===== src/rtl/line_edit_receive_buffer_defines.svh =====
// ----------------------------------------------------------------------------
// line edit receive buffer: assertion macros
// shared concurrent assertion forms, clocked on the rising edge and
// disabled while the active-low reset is asserted
// ----------------------------------------------------------------------------
`ifndef LINE_EDIT_RECEIVE_BUFFER_DEFINES_SVH
`define LINE_EDIT_RECEIVE_BUFFER_DEFINES_SVH

// same-cycle implication
`define LERB_ASSERT_NOW(lbl, clk, rst_n, ante, cons, msg) \
    lbl: assert property (@(posedge clk) disable iff (!(rst_n)) (ante) |-> (cons)) \
        else $error(msg);

// next-cycle implication
`define LERB_ASSERT_NEXT(lbl, clk, rst_n, ante, cons, msg) \
    lbl: assert property (@(posedge clk) disable iff (!(rst_n)) (ante) |=> (cons)) \
        else $error(msg);

`endif


===== src/rtl/lerb_pkg.sv =====
// ----------------------------------------------------------------------------
// lerb_pkg
// types and fixed codes of the line edit receive buffer
// ----------------------------------------------------------------------------
`default_nettype none

package lerb_pkg;

    localparam int unsigned BYTE_W  = 8;
    localparam int unsigned COUNT_W = 7;

    // character codes
    localparam logic [BYTE_W-1:0] CODE_CR    = 8'h0D;
    localparam logic [BYTE_W-1:0] CODE_LF    = 8'h0A;
    localparam logic [BYTE_W-1:0] CODE_BS    = 8'h08;
    localparam logic [BYTE_W-1:0] CODE_DEL   = 8'h7F;
    localparam logic [BYTE_W-1:0] ECHO_ERASE = 8'h7F;

    // input action codes
    localparam logic ACTION_RX   = 1'b0;
    localparam logic ACTION_READ = 1'b1;

    // command queue between front and back
    localparam int unsigned QUEUE_DEPTH = 2;
    localparam int unsigned QPTR_W      = 1;
    localparam int unsigned QCNT_W      = 2;

    typedef enum logic [1:0] {
        OP_TERM  = 2'd0,
        OP_ERASE = 2'd1,
        OP_PLAIN = 2'd2,
        OP_READ  = 2'd3
    } t_op;

    typedef struct packed {
        t_op               op;
        logic [BYTE_W-1:0] data;
    } t_cmd;

    typedef enum logic [1:0] {
        KIND_ECHO      = 2'd0,
        KIND_LINE      = 2'd1,
        KIND_EMPTY     = 2'd2,
        KIND_NOT_READY = 2'd3
    } t_kind;

endpackage

`default_nettype wire


===== src/rtl/lerb_front.sv =====
// ----------------------------------------------------------------------------
// lerb_front
// accepts input items, classifies them into commands and holds one command
// until the queue takes it
// ----------------------------------------------------------------------------
`default_nettype none

module lerb_front (
    input  wire logic          i_clk,
    input  wire logic          i_rst_n,
    input  wire logic          i_valid,
    output logic               o_ready,
    input  wire logic          i_action,
    input  wire logic [7:0]    i_rx_byte,
    output logic               o_cmd_valid,
    input  wire logic          i_cmd_ready,
    output lerb_pkg::t_cmd     o_cmd
);
    import lerb_pkg::*;

    logic r_valid;
    t_cmd r_cmd;
    t_cmd n_cmd;

    // classify by action and code
    always_comb begin
        n_cmd.data = i_rx_byte;
        if (i_action == ACTION_READ) begin
            n_cmd.op = OP_READ;
        end else if (i_rx_byte == CODE_CR || i_rx_byte == CODE_LF) begin
            n_cmd.op = OP_TERM;
        end else if (i_rx_byte == CODE_BS || i_rx_byte == CODE_DEL) begin
            n_cmd.op = OP_ERASE;
        end else begin
            n_cmd.op = OP_PLAIN;
        end
    end

    assign o_ready     = !r_valid || i_cmd_ready;
    assign o_cmd_valid = r_valid;
    assign o_cmd       = r_cmd;

    always_ff @(posedge i_clk) begin
        if (!i_rst_n) begin
            r_valid <= 1'b0;
        end else begin
            if (i_valid && o_ready) begin
                r_valid <= 1'b1;
                r_cmd   <= n_cmd;
            end else if (i_cmd_ready) begin
                r_valid <= 1'b0;
            end
        end
    end

endmodule

`default_nettype wire


===== src/rtl/lerb_queue.sv =====
// ----------------------------------------------------------------------------
// lerb_queue
// short command queue between the front and the back
// ----------------------------------------------------------------------------
`default_nettype none

module lerb_queue (
    input  wire logic          i_clk,
    input  wire logic          i_rst_n,
    input  wire logic          i_push_valid,
    output logic               o_push_ready,
    input  wire lerb_pkg::t_cmd i_cmd,
    output logic               o_pop_valid,
    input  wire logic          i_pop_ready,
    output lerb_pkg::t_cmd     o_cmd
);
    import lerb_pkg::*;

    t_cmd              r_slot [QUEUE_DEPTH];
    logic [QPTR_W-1:0] r_wr_ptr;
    logic [QPTR_W-1:0] r_rd_ptr;
    logic [QCNT_W-1:0] r_count;
    logic              push;
    logic              pop;

    assign o_push_ready = (r_count != QCNT_W'(QUEUE_DEPTH));
    assign o_pop_valid  = (r_count != '0);
    assign o_cmd        = r_slot[r_rd_ptr];
    assign push         = i_push_valid && o_push_ready;
    assign pop          = o_pop_valid && i_pop_ready;

    always_ff @(posedge i_clk) begin
        if (push) begin
            r_slot[r_wr_ptr] <= i_cmd;
        end
    end

    always_ff @(posedge i_clk) begin
        if (!i_rst_n) begin
            r_wr_ptr <= '0;
            r_rd_ptr <= '0;
            r_count  <= '0;
        end else begin
            if (push) begin
                r_wr_ptr <= r_wr_ptr + 1'b1;
            end
            if (pop) begin
                r_rd_ptr <= r_rd_ptr + 1'b1;
            end
            if (push && !pop) begin
                r_count <= r_count + 1'b1;
            end else if (pop && !push) begin
                r_count <= r_count - 1'b1;
            end
        end
    end

endmodule

`default_nettype wire


===== src/rtl/lerb_back.sv =====
// ----------------------------------------------------------------------------
// lerb_back
// carries out commands: edits the character store, tracks the line flag,
// drains a line and drives the registered result
// ----------------------------------------------------------------------------
`default_nettype none

module lerb_back #(
    parameter int unsigned BUFFER_DEPTH = 64
) (
    input  wire logic           i_clk,
    input  wire logic           i_rst_n,
    input  wire logic           i_cmd_valid,
    output logic                o_cmd_ready,
    input  wire lerb_pkg::t_cmd i_cmd,
    output logic                o_valid,
    input  wire logic           i_ready,
    output lerb_pkg::t_kind     o_kind,
    output logic [7:0]          o_out_byte,
    output logic                o_last,
    output logic [6:0]          o_line_count
);
    import lerb_pkg::*;

    localparam int unsigned IDX_W  = $clog2(BUFFER_DEPTH);
    localparam int unsigned FILL_W = $clog2(BUFFER_DEPTH + 1);
    localparam int unsigned SUM_W  = FILL_W + 1;

    typedef enum logic [1:0] {
        S_IDLE,
        S_ERASE2,
        S_DRAIN
    } t_state;

    logic [BYTE_W-1:0] r_mem [BUFFER_DEPTH];
    logic [BYTE_W-1:0] r_rd_data;

    t_state             r_state,  n_state;
    logic [IDX_W-1:0]   r_oldest, n_oldest;
    logic [FILL_W-1:0]  r_fill,   n_fill;
    logic               r_line_ready, n_line_ready;
    logic [IDX_W-1:0]   r_rd_ptr, n_rd_ptr;
    logic [FILL_W-1:0]  r_cnt,    n_cnt;
    logic [BYTE_W-1:0]  r_erase,  n_erase;

    logic               r_out_valid, n_out_valid;
    t_kind              r_kind,   n_kind;
    logic [BYTE_W-1:0]  r_byte,   n_byte;
    logic               r_last,   n_last;
    logic [COUNT_W-1:0] r_count,  n_count;

    logic               can_load;
    logic               mem_we;
    logic               rd_en;
    logic [IDX_W-1:0]   rd_addr;
    logic [SUM_W-1:0]   wr_sum;
    logic [IDX_W-1:0]   wr_pos;
    logic [IDX_W-1:0]   ptr_inc;
    logic [FILL_W-1:0]  cnt_inc;
    logic               drain_last;

    assign can_load   = !r_out_valid || i_ready;
    assign wr_sum     = SUM_W'(r_oldest) + SUM_W'(r_fill);
    assign wr_pos     = (wr_sum >= SUM_W'(BUFFER_DEPTH))
                        ? IDX_W'(wr_sum - SUM_W'(BUFFER_DEPTH)) : IDX_W'(wr_sum);
    assign ptr_inc    = (r_rd_ptr == IDX_W'(BUFFER_DEPTH - 1)) ? '0 : r_rd_ptr + 1'b1;
    assign cnt_inc    = r_cnt + 1'b1;
    assign drain_last = (cnt_inc == r_fill);

    always_comb begin
        n_state      = r_state;
        n_oldest     = r_oldest;
        n_fill       = r_fill;
        n_line_ready = r_line_ready;
        n_rd_ptr     = r_rd_ptr;
        n_cnt        = r_cnt;
        n_erase      = r_erase;
        n_out_valid  = r_out_valid && !i_ready;
        n_kind       = r_kind;
        n_byte       = r_byte;
        n_last       = r_last;
        n_count      = r_count;
        o_cmd_ready  = 1'b0;
        mem_we       = 1'b0;
        rd_en        = 1'b0;
        rd_addr      = r_rd_ptr;

        case (r_state)
            S_IDLE: begin
                if (i_cmd_valid && can_load) begin
                    o_cmd_ready = 1'b1;
                    n_kind      = KIND_ECHO;
                    n_byte      = i_cmd.data;
                    n_last      = 1'b1;
                    n_count     = '0;
                    n_out_valid = 1'b1;
                    case (i_cmd.op)
                        OP_TERM: begin
                            n_line_ready = 1'b1;
                        end
                        OP_ERASE: begin
                            n_byte = ECHO_ERASE;
                            if (r_fill != '0) begin
                                n_fill  = r_fill - 1'b1;
                                n_last  = 1'b0;
                                n_erase = i_cmd.data;
                                n_state = S_ERASE2;
                            end
                        end
                        OP_PLAIN: begin
                            if (r_fill != FILL_W'(BUFFER_DEPTH)) begin
                                mem_we = 1'b1;
                                n_fill = r_fill + 1'b1;
                            end
                        end
                        OP_READ: begin
                            n_byte = '0;
                            if (!r_line_ready) begin
                                n_kind = KIND_NOT_READY;
                            end else if (r_fill == '0) begin
                                n_kind       = KIND_EMPTY;
                                n_line_ready = 1'b0;
                            end else begin
                                // first store read now, result follows from the drain
                                n_out_valid  = r_out_valid && !i_ready;
                                n_kind       = r_kind;
                                n_byte       = r_byte;
                                n_last       = r_last;
                                n_count      = r_count;
                                n_line_ready = 1'b0;
                                rd_en        = 1'b1;
                                rd_addr      = r_oldest;
                                n_rd_ptr     = r_oldest;
                                n_cnt        = '0;
                                n_state      = S_DRAIN;
                            end
                        end
                        default: begin
                            n_out_valid = r_out_valid && !i_ready;
                        end
                    endcase
                end
            end
            S_ERASE2: begin
                if (can_load) begin
                    n_kind      = KIND_ECHO;
                    n_byte      = r_erase;
                    n_last      = 1'b1;
                    n_count     = '0;
                    n_out_valid = 1'b1;
                    n_state     = S_IDLE;
                end
            end
            S_DRAIN: begin
                if (can_load) begin
                    n_kind      = KIND_LINE;
                    n_byte      = r_rd_data;
                    n_last      = drain_last;
                    n_count     = COUNT_W'(cnt_inc);
                    n_out_valid = 1'b1;
                    if (drain_last) begin
                        n_oldest = ptr_inc;
                        n_fill   = '0;
                        n_state  = S_IDLE;
                    end else begin
                        rd_en    = 1'b1;
                        rd_addr  = ptr_inc;
                        n_rd_ptr = ptr_inc;
                        n_cnt    = cnt_inc;
                    end
                end
            end
            default: begin
                n_state = S_IDLE;
            end
        endcase
    end

    // character store
    always_ff @(posedge i_clk) begin
        if (mem_we) begin
            r_mem[wr_pos] <= i_cmd.data;
        end
        if (rd_en) begin
            r_rd_data <= r_mem[rd_addr];
        end
    end

    always_ff @(posedge i_clk) begin
        if (!i_rst_n) begin
            r_state      <= S_IDLE;
            r_oldest     <= '0;
            r_fill       <= '0;
            r_line_ready <= 1'b0;
            r_out_valid  <= 1'b0;
        end else begin
            r_state      <= n_state;
            r_oldest     <= n_oldest;
            r_fill       <= n_fill;
            r_line_ready <= n_line_ready;
            r_out_valid  <= n_out_valid;
            r_rd_ptr     <= n_rd_ptr;
            r_cnt        <= n_cnt;
            r_erase      <= n_erase;
            r_kind       <= n_kind;
            r_byte       <= n_byte;
            r_last       <= n_last;
            r_count      <= n_count;
        end
    end

    assign o_valid      = r_out_valid;
    assign o_kind       = r_kind;
    assign o_out_byte   = r_byte;
    assign o_last       = r_last;
    assign o_line_count = r_count;

endmodule

`default_nettype wire


===== src/rtl/line_edit_receive_buffer.sv =====
// ----------------------------------------------------------------------------
// line_edit_receive_buffer
// receive buffer with terminal line editing: echoes received bytes, applies
// erase codes, and hands out a completed line on a read request
// ----------------------------------------------------------------------------
//
//  channel   direction  handshake          payload
//  input     in         i_valid / o_ready  i_action, i_rx_byte
//  result    out        o_valid / i_ready  o_kind, o_out_byte, o_last, o_line_count
//
//  a received byte or a plain read passes the front register, a queue slot and
//  the result register before its first result; an erase gives its second echo
//  from a separate erase state; a line read first reads the store, then gives
//  one line byte per cycle while results are taken, through the single read port
//  of the character store; front, queue and result register let input transfers
//  go on while results stall; reset is synchronous and active low; the character
//  store is not cleared, only the state, result valid, fill level, oldest index and line flag
// ----------------------------------------------------------------------------
`default_nettype none
`include "line_edit_receive_buffer_defines.svh"

module line_edit_receive_buffer #(
    parameter int unsigned BUFFER_DEPTH = 64
) (
    input  wire logic       i_clk,
    input  wire logic       i_rst_n,
    input  wire logic       i_valid,
    output logic            o_ready,
    input  wire logic       i_action,
    input  wire logic [7:0] i_rx_byte,
    output logic            o_valid,
    input  wire logic       i_ready,
    output logic [1:0]      o_kind,
    output logic [7:0]      o_out_byte,
    output logic            o_last,
    output logic [6:0]      o_line_count
);
    import lerb_pkg::*;

    // front to queue
    logic  front_valid;
    logic  front_ready;
    t_cmd  front_cmd;

    // queue to back
    logic  queue_valid;
    logic  queue_ready;
    t_cmd  queue_cmd;

    t_kind back_kind;

    // classifies each input transfer into a command
    lerb_front u_front (
        .i_clk       (i_clk),
        .i_rst_n     (i_rst_n),
        .i_valid     (i_valid),
        .o_ready     (o_ready),
        .i_action    (i_action),
        .i_rx_byte   (i_rx_byte),
        .o_cmd_valid (front_valid),
        .i_cmd_ready (front_ready),
        .o_cmd       (front_cmd)
    );

    // decouples the front from a back stalled on the result side
    lerb_queue u_queue (
        .i_clk        (i_clk),
        .i_rst_n      (i_rst_n),
        .i_push_valid (front_valid),
        .o_push_ready (front_ready),
        .i_cmd        (front_cmd),
        .o_pop_valid  (queue_valid),
        .i_pop_ready  (queue_ready),
        .o_cmd        (queue_cmd)
    );

    // store, line flag, drain sequencing and result register
    lerb_back #(
        .BUFFER_DEPTH (BUFFER_DEPTH)
    ) u_back (
        .i_clk        (i_clk),
        .i_rst_n      (i_rst_n),
        .i_cmd_valid  (queue_valid),
        .o_cmd_ready  (queue_ready),
        .i_cmd        (queue_cmd),
        .o_valid      (o_valid),
        .i_ready      (i_ready),
        .o_kind       (back_kind),
        .o_out_byte   (o_out_byte),
        .o_last       (o_last),
        .o_line_count (o_line_count)
    );

    assign o_kind = back_kind;

    // only line bytes carry a count
    `LERB_ASSERT_NOW(a_count_only_on_line, i_clk, i_rst_n, o_valid && (back_kind != KIND_LINE), o_line_count == '0, "line count on a result that is not a line byte")

    // empty and not-ready reports are single, zero-byte results
    `LERB_ASSERT_NOW(a_report_single, i_clk, i_rst_n, o_valid && (back_kind == KIND_EMPTY || back_kind == KIND_NOT_READY), o_last && (o_out_byte == '0), "status report not a lone zero result")

    // a drain delivers the next line byte straight after each transfer
    `LERB_ASSERT_NEXT(a_drain_continues, i_clk, i_rst_n, o_valid && i_ready && (back_kind == KIND_LINE) && !o_last, o_valid && (back_kind == KIND_LINE) && (o_line_count == 7'($past(o_line_count) + 7'd1)), "line drain broke off or miscounted")

endmodule

`default_nettype wire


===== config.mk =====
export PLATFORM = sky130hd
export DESIGN_NAME = line_edit_receive_buffer
export DESIGN_NICKNAME = d
export VERILOG_FILES = /design/src/rtl/lerb_pkg.sv /design/src/rtl/lerb_front.sv /design/src/rtl/lerb_queue.sv /design/src/rtl/lerb_back.sv /design/src/rtl/line_edit_receive_buffer.sv
export VERILOG_INCLUDE_DIRS = /design/src /design/src/rtl
export SDC_FILE = /design/constraint.sdc
export NUM_CORES = 1
export LEC_CHECK = 0
export BUFFER_PORTS_ARGS = -buffer_cell sky130_fd_sc_hd__buf_2
export CAP_MARGIN = 30
export CORE_MARGIN = 3
export CORE_UTILIZATION = 40
export CTS_CLUSTER_SIZE = 30
export DETAILED_ROUTE_END_ITERATION = 16
export HOLD_SLACK_MARGIN = 0.03
export PLACE_DENSITY = 0.59
export SETUP_SLACK_MARGIN = 0.4
export SLEW_MARGIN = 20
export SYNTH_ARGS = -nofsm -noshare
export SYNTH_HDL_FRONTEND = slang
export SYNTH_SLANG_ARGS = --single-unit

===== constraint.sdc =====
create_clock -name i_clk -period 13.2 [get_ports i_clk]
set_input_delay 1.32 -clock i_clk [delete_from_list [all_inputs] [get_ports i_clk]]
set_output_delay 1.32 -clock i_clk [all_outputs]
set_load 0.02 [all_outputs]

==> results of run 1 <==
[cell families (layout without fill, tap and decap cells)]
family | after synthesis | after routing
compound gates | 273 | 273
xor+xnor | 33 | 33
fa+ha+maj | 22 | 22
buf+inv | 154 | 235
flops | 612 | 612
mux | 140 | 140
simple gates | 583 | 583
[worst reg2reg max path, cell delays in order, from the launching register on]
cell and delay (ps):
dfxtp_1 590, mux2_2 410, ha_1 410, o211ai_2 180, o211ai_1 230, nand3_1 150, nor3_2 250, buf_12 640
buf_4 1000, inv_2 90, buf_4 310, buf_16 280, nor2_2 120, buf_4 360, a222oi_1 190, a2111oi_0 570
and3_1 240
[power groups by stage]
stage	clock network [mW]	logic [mW]	registers [mW]
3_3_place_gp	0	3.12	2.54
6_report	1.94	3.23	2.50
2_1_floorplan	0	2.24	2.53
5_1_grt	2.05	3.48	2.51
3_5_place_dp	0	3.17	2.54
4_1_cts	1.97	3.18	2.50
[sequential cells by signal, indices dropped and copies added, names as in the netlist, 2 cells and up, named ones only]
| register | cells |
|---|---|
| u_back.o_kind | 2 |
| u_front.o_cmd | 10 |
| u_back.o_out_byte | 8 |
| u_back.r_erase | 8 |
| u_queue.r_slot | 20 |
| u_back.r_state | 2 |
| u_back.o_line_count | 7 |
| u_back.r_cnt | 7 |
| u_back.r_rd_data | 8 |
| u_queue.r_count | 2 |
| u_back.r_fill | 7 |
| u_back.r_mem | 512 |
| u_back.r_oldest | 6 |
| u_back.r_rd_ptr | 6 |
[layout make-up]
type / instances / area, sq um / area share
well taps: 837 / 1050 / 0.0364
clock buffers: 83 / 1830 / 0.0636
repair buffers: 59 / 430 / 0.0149
multi-input cells: 1051 / 6660 / 0.231
inverters: 62 / 233 / 0.00808
flip-flops and latches: 612 / 18100 / 0.630
clock inverters: 31 / 453 / 0.0157
[synth_stat cells, types with 5 or more instances]
cell	n	share of area
buf_4	5	0.0015
a22o_1	24	0.0082
nor3_2	8	0.0031
a311oi_1	5	0.0017
a2111oi_0	9	0.0031
a222oi_1	8	0.0031
a21o_1	9	0.0026
edfxtp_1	589	0.69
mux2i_1	128	0.050
o21ai_0	19	0.0037
o22ai_1	33	0.0081
nand2_1	237	0.035
o221ai_1	32	0.011
a21oi_1	86	0.017
and3_1	13	0.0032
inv_2	5	0.00074
mux2_2	10	0.0044
nor4_1	18	0.0044
a221oi_1	10	0.0034
and2_1	8	0.0020
a22oi_1	6	0.0018
xnor2_1	20	0.0069
or4_1	6	0.0018
buf_6	11	0.0049
buf_1	14	0.0021
buf_2	29	0.0057
nor3_1	26	0.0051
nand3_1	114	0.022
nand4_1	11	0.0027
inv_1	56	0.0082
clkbuf_1	33	0.0049
ha_1	20	0.0098
xor2_1	11	0.0038
nor2_1	114	0.017
dfxtp_1	23	0.018
[per-layer routing]
layer | global-route usage | up-vias | routed length, um
met5 | 0 | - | 0
met4 | 0.0639 | 0 | 1960
met3 | 0.0362 | 107 | 4450
met2 | 0.306 | 575 | 30300
met1 | 0.259 | 7736 | 27400
li1 | - | 6979 | -
[per-stage QoR]
step                      setup slack [ps]  power (mW)  hold slack [ps]  instances   util
after floorplan                       7860        4.77              421       1817      -
after global placement                6720        5.66              427       2614  0.423
after detailed placement              6650        5.71              433       2617  0.424
after CTS                             7050        7.65              440       2731  0.460
after global routing                  6660        8.04              452       2735  0.462
final                                 7060        7.67              435       2735  0.462
[final timing paths]
kind                    start  slack [ps]                    to  cells past startpoint
max                      flop        7060   u_back.r_rd_data[4]                     16
max reg2reg              flop        7060   u_back.r_rd_data[4]                     16
min reg2reg  u_front.o_cmd[9]         440  u_queue.r_slot[1][9]                      0
min          u_front.o_cmd[9]         440  u_queue.r_slot[1][9]                      0
==> metrics.txt, run 1 <==
Worst slew margin 0.332; largest net degree at the start of global routing 168; Via density 5.63; Sink Count 612; fmax 163 MHz; Num CTS Buffers 67; starting density of the core 0.409; cts hold-fix bufs 0; CP Class flop to flop; placed cell area 0.0264 sq mm; post-synthesis sequential area ratio 0.712; TNS Setup 0 ps; Clock Path Buffers 3; syn_area_per_cell 14.0 sq um; Final period util 0.465; Reg clk slew, reported paths 60 ps; post-synthesis mux area share 0.0557; compound-cell area share of the yosys netlist 0.0757; initial antenna violation count 2; Area Overhead vs Synth 12.9%; hold crit path type flop to flop; Post-Synthesis Cells 1817; commonest non-fill, non-tap cell in the layout edfxtp_1; Post-synth EDFFs 589; Post-layout nets 1888; maximum VDD drop 0.375 mV; port bufs 32; most frequent cells in the layout 589 x edfxtp_1, 237 x nand2_1, 128 x mux2i_1; Worst path slowest cell buf_4; die height 258 um; Startpoint Class flop; Top-Level Pins 33; crit path time final 6140 ps; Hold Vio Cnt, Final 0; Clock power frac 0.253; Synth Register Bits 612; Final Max Slew Viols 0; global-route wire length before repair 95100 um; cts repair resizes 0; core area 0.0624 sq mm; Top delay family on crit path buffers and inverters; Iter 0 DRT Violations 1668; drt drc 0; Root Driver clkbuf_16; post-DR wirelength/cell 23.4 um; Logic pwr share 0.421; crit-path cells mux2_2 > ha_1 > o211ai_2 > o211ai_1 > nand3_1 > nor3_2 > buf_12 > buf_4 > inv_2 > buf_4 > buf_16 > nor2_2 > buf_4 > a222oi_1 > a2111oi_0 > and3_1; sw power 3.01 mW; XOR/XNOR Fraction of Synth Area 0.0124; nature of the critical path endpoint flop; DRT Pass-1 Iters 6; Adder-Cell Fraction of Synth Area 0.0114; yosys warns 0; asr flop ratio synth 0; CP Data Required Time 13670 ps; count of cell types in the netlist 75; chip width 258 um; main combinational cell family by area after synthesis simple AND/OR/NAND/NOR gates; gpl congestion 0.892; most used cell, CP buf_4; share of post-route cells with drive strength above 1 0.106; CP bufs+invs 6; all-layer global routing usage 0.190; hpwl dp 38800 um; Fill cells 5545; Static Leak 10.0 nW; CP max stage delay 800 ps; CTS H-tree depth 3; Net Sw Frac 0.393; worst slew pin tran 1000 ps; Max Cap Violations 0; Final setup viols 0; die area 0.0668 sq mm; PD cells 266 mW/mm^2; gr ovfl total 0; antenna cell count 0; Worst EP arrival 6610 ps; Finished Cell Area 0.0288 sq mm; vias in the first global route 14800; # Post-CTS Setup Buffers 0; cell area after synthesis 0.0255 sq mm; CTS tree yes; worst skew pair latency 610 ps; Max Clock Skew 19.3 ps; final WL 64000 um; Via Count 15400; status finished clean; crit path max fanout 167; Synth Flop Type edfxtp_1; RSZ-0062 raised after global routing no; Cell Rows 91; Int Power 4.65 mW; Detail Route Antenna Nets 0; sequential share of power 0.326; Syn Nets 1852; post-synthesis simple-gate area fraction 0.105
No activity file was read; power rests on OpenSTA's default activity.
==> inputs of run 2 (changes only) <==
--- a/config.mk
+++ b/config.mk
@@ -6,6 +6,7 @@
 export SDC_FILE = /design/constraint.sdc
 export NUM_CORES = 1
 export LEC_CHECK = 0
+export ABC_AREA = 1
 export BUFFER_PORTS_ARGS = -buffer_cell sky130_fd_sc_hd__buf_2
 export CAP_MARGIN = 30
 export CORE_MARGIN = 3
==> constraint.sdc (replaced) <==
create_clock -name i_clk -period 5.95 [get_ports i_clk]
set_input_delay 0.595 -clock i_clk [delete_from_list [all_inputs] [get_ports i_clk]]
set_output_delay 0.595 -clock i_clk [all_outputs]
set_load 0.02 [all_outputs]
==> run 2 against run 1 <==
Against the previous run:
- critical path depth shrank 1
- synthesized cell count grew 53%
- first-iteration DRC count grew 31%
- clock-buffer cell count shrank 2
- register-to-register slack lost 5600 ps
- clock skew grew 4.4 ps
- total power grew 120%
- clock power grew 110%
- worst setup slack lost 5600 ps
- area after synthesis grew 11%
- global-route usage grew 1.3 points
- hold slack lost 240 ps
- critical endpoint is now u_back.r_rd_data[1]
- largest cell class unchanged
- largest power group unchanged
==> metrics.txt, run 2 <==
Startpoint Class flop; die height 273 um; Via Count 20200; top cell type's share of synthesized area 0.622; post-synthesis sequential area ratio 0.638; Adder-Cell Fraction of Synth Area 0.0102; global-route wire length before repair 116000 um; most frequent cells in the layout 589 x edfxtp_1, 574 x inv_1, 510 x nand3_1; crit path time final 4510 ps; Final Max Slew Viols 0; number of flip-flops in the largest register 512; Static Leak 12.9 nW; Finished Layout Cells 3745; post-synthesis simple-gate area fraction 0.215; starting density of the core 0.404; DRT Pass-1 Iters 6; post-DR wirelength/cell 20.3 um; Worst slew margin 0.336; Detail Route Antenna Nets 0; antenna cell count 0; Via density 5.40; # Post-CTS Setup Buffers 0; all-layer global routing usage 0.203; Final period util 0.757; Synth Flop Type edfxtp_1; placed cell area 0.0293 sq mm; Finished Cell Area 0.0314 sq mm; count leader, synth edfxtp_1; Top reg by flops u_back.r_mem; hpwl dp 43100 um; Post-synth EDFFs 589; commonest non-fill, non-tap cell in the layout edfxtp_1; Post-layout nets 2790; final hold slack 197 ps; CTS H-tree depth 3; cell area after synthesis 0.0284 sq mm; Worst EP arrival 4850 ps; Num CTS Buffers 67; Max Clock Skew 23.8 ps; XOR/XNOR Fraction of Synth Area 0.00401; Synth Register Bits 612; worst slew pin tran 996 ps; worst skew pair latency 610 ps; final WL 75900 um; initial antenna violation count 0; CTS tree yes; Hold Vio Cnt, Final 0; post-synthesis mux area share 0.00317; crit path max fanout 60; Area Overhead vs Synth 10.6%; nature of the critical path endpoint flop; share of post-route cells with drive strength above 1 0.0660; largest net degree at the start of global routing 241; Cell Rows 97; fmax 222 MHz; Sink Count 612; asr flop ratio synth 0; main combinational cell family by area after synthesis simple AND/OR/NAND/NOR gates; Synth area leader edfxtp_1; Syn Nets 2821; syn_area_per_cell 10.2 sq um; drt drc 0; Reg clk slew, reported paths 60 ps; Clock Path Buffers 3; cts repair resizes 0; Max Cap Violations 0; Root Driver clkbuf_16; hold crit path type input port to flop; Final Power 16.7 mW; maximum VDD drop 0.490 mV; Post-Synthesis Cells 2786; yosys warns 0; Area contributors post-synth edfxtp_1 62%, nand3_1 9.0%, inv_1 7.6%; chip width 273 um; gr ovfl total 0; port bufs 32; Iter 0 DRT Violations 2191; core area 0.0703 sq mm; RSZ-0062 raised after global routing no; cts hold-fix bufs 0; die area 0.0743 sq mm; Final setup viols 0; vias in the first global route 19200; count of cell types in the netlist 44; CP Data Required Time 6300 ps; gpl congestion 0.857; R2R setup slack 1440 ps; CP Class flop to flop; PD cells 532 mW/mm^2; TNS Setup 0 ps; status finished clean; Post-Place Cells 3623; top post-synthesis cells by count 589 x edfxtp_1, 575 x inv_1, 510 x nand3_1; Top-Level Pins 33; compound-cell area share of the yosys netlist 0.0219
## run 2: cell count changes after synthesis, sizes merged, moves of 22 or more
cell,before,now
inv,61,578
nand3,114,512
nand4,11,245
nand2,238,389
mux2i,128,0
a21oi,86,31
buf,59,103
nor3,34,3
o221ai,32,1
o22ai,33,2
clkbuf,33,62
a22o,24,0
o21ai,21,43
## run 2: worst max-delay path: stages (launching register included)
cell and delay [ps]:
dfxtp_1 600, o21ai_0 220, inv_1 180, ha_1 240, nand4_1 480, a21oi_1 400
o21ai_4 130, nand3_4 620, buf_12 340, nand2_1 80, nand3_1 120, nand3_1 100
nand3_1 110, nand3_1 200, nand3_1 270, nand2_1 80
## run 2: power breakdown
part	total (mW)	leakage (nW)	internal, mW	switching (mW)
registers	5.47	5.50	5.33	0.140
clock network	4.09	1.03	2.37	1.72
logic	7.16	6.35	1.94	5.22
total	16.7	12.9	9.64	7.08
## run 2: path summary, 6_finish.rpt
| path | end | startpoint | cells after the start |
|---|---|---|---|
| worst max register to register | u_back.r_rd_data[1] | flop | 15 |
| worst max-delay path | u_back.r_rd_data[1] | flop | 15 |
| worst min register to register | u_queue.r_slot[1][6] | u_front.o_cmd[6] | 0 |
| worst min-delay path | u_front.o_cmd[4] | i_rx_byte[4] | 1 |
## run 2: per-stage QoR
step	setup WS (ps)	util
after floorplan	3070	-
after global placement	1600	0.416
after detailed placement	1490	0.416
after CTS	1500	0.447
after global routing	1110	0.448
final	1440	0.448
## run 2: area by class of cell
cell class                 instances  area (sq um)
inverter                         580          2180
fill                            6457         38800
multi-input combinational       1429          7280
clock inverter                    38           367
tap                              940          1180
clock buffer                      81          1750
sequential                       612         18100
timing repair buffer              65           548
## run 2: logic make-up after synthesis
group | count (synthesis)
fa+ha+maj | 22
flops | 612
mux | 8
buf+inv | 745
compound gates | 105
xor+xnor | 13
simple gates | 1281
## run 2: layer usage
layer | up-vias | share of wire | track usage
li1 | 9421 | - | -
met1 | 9808 | 0.42 | 0.276
met2 | 874 | 0.47 | 0.326
met3 | 136 | 0.081 | 0.0383
met4 | 0 | 0.029 | 0.0690
met5 | - | 0 | 0
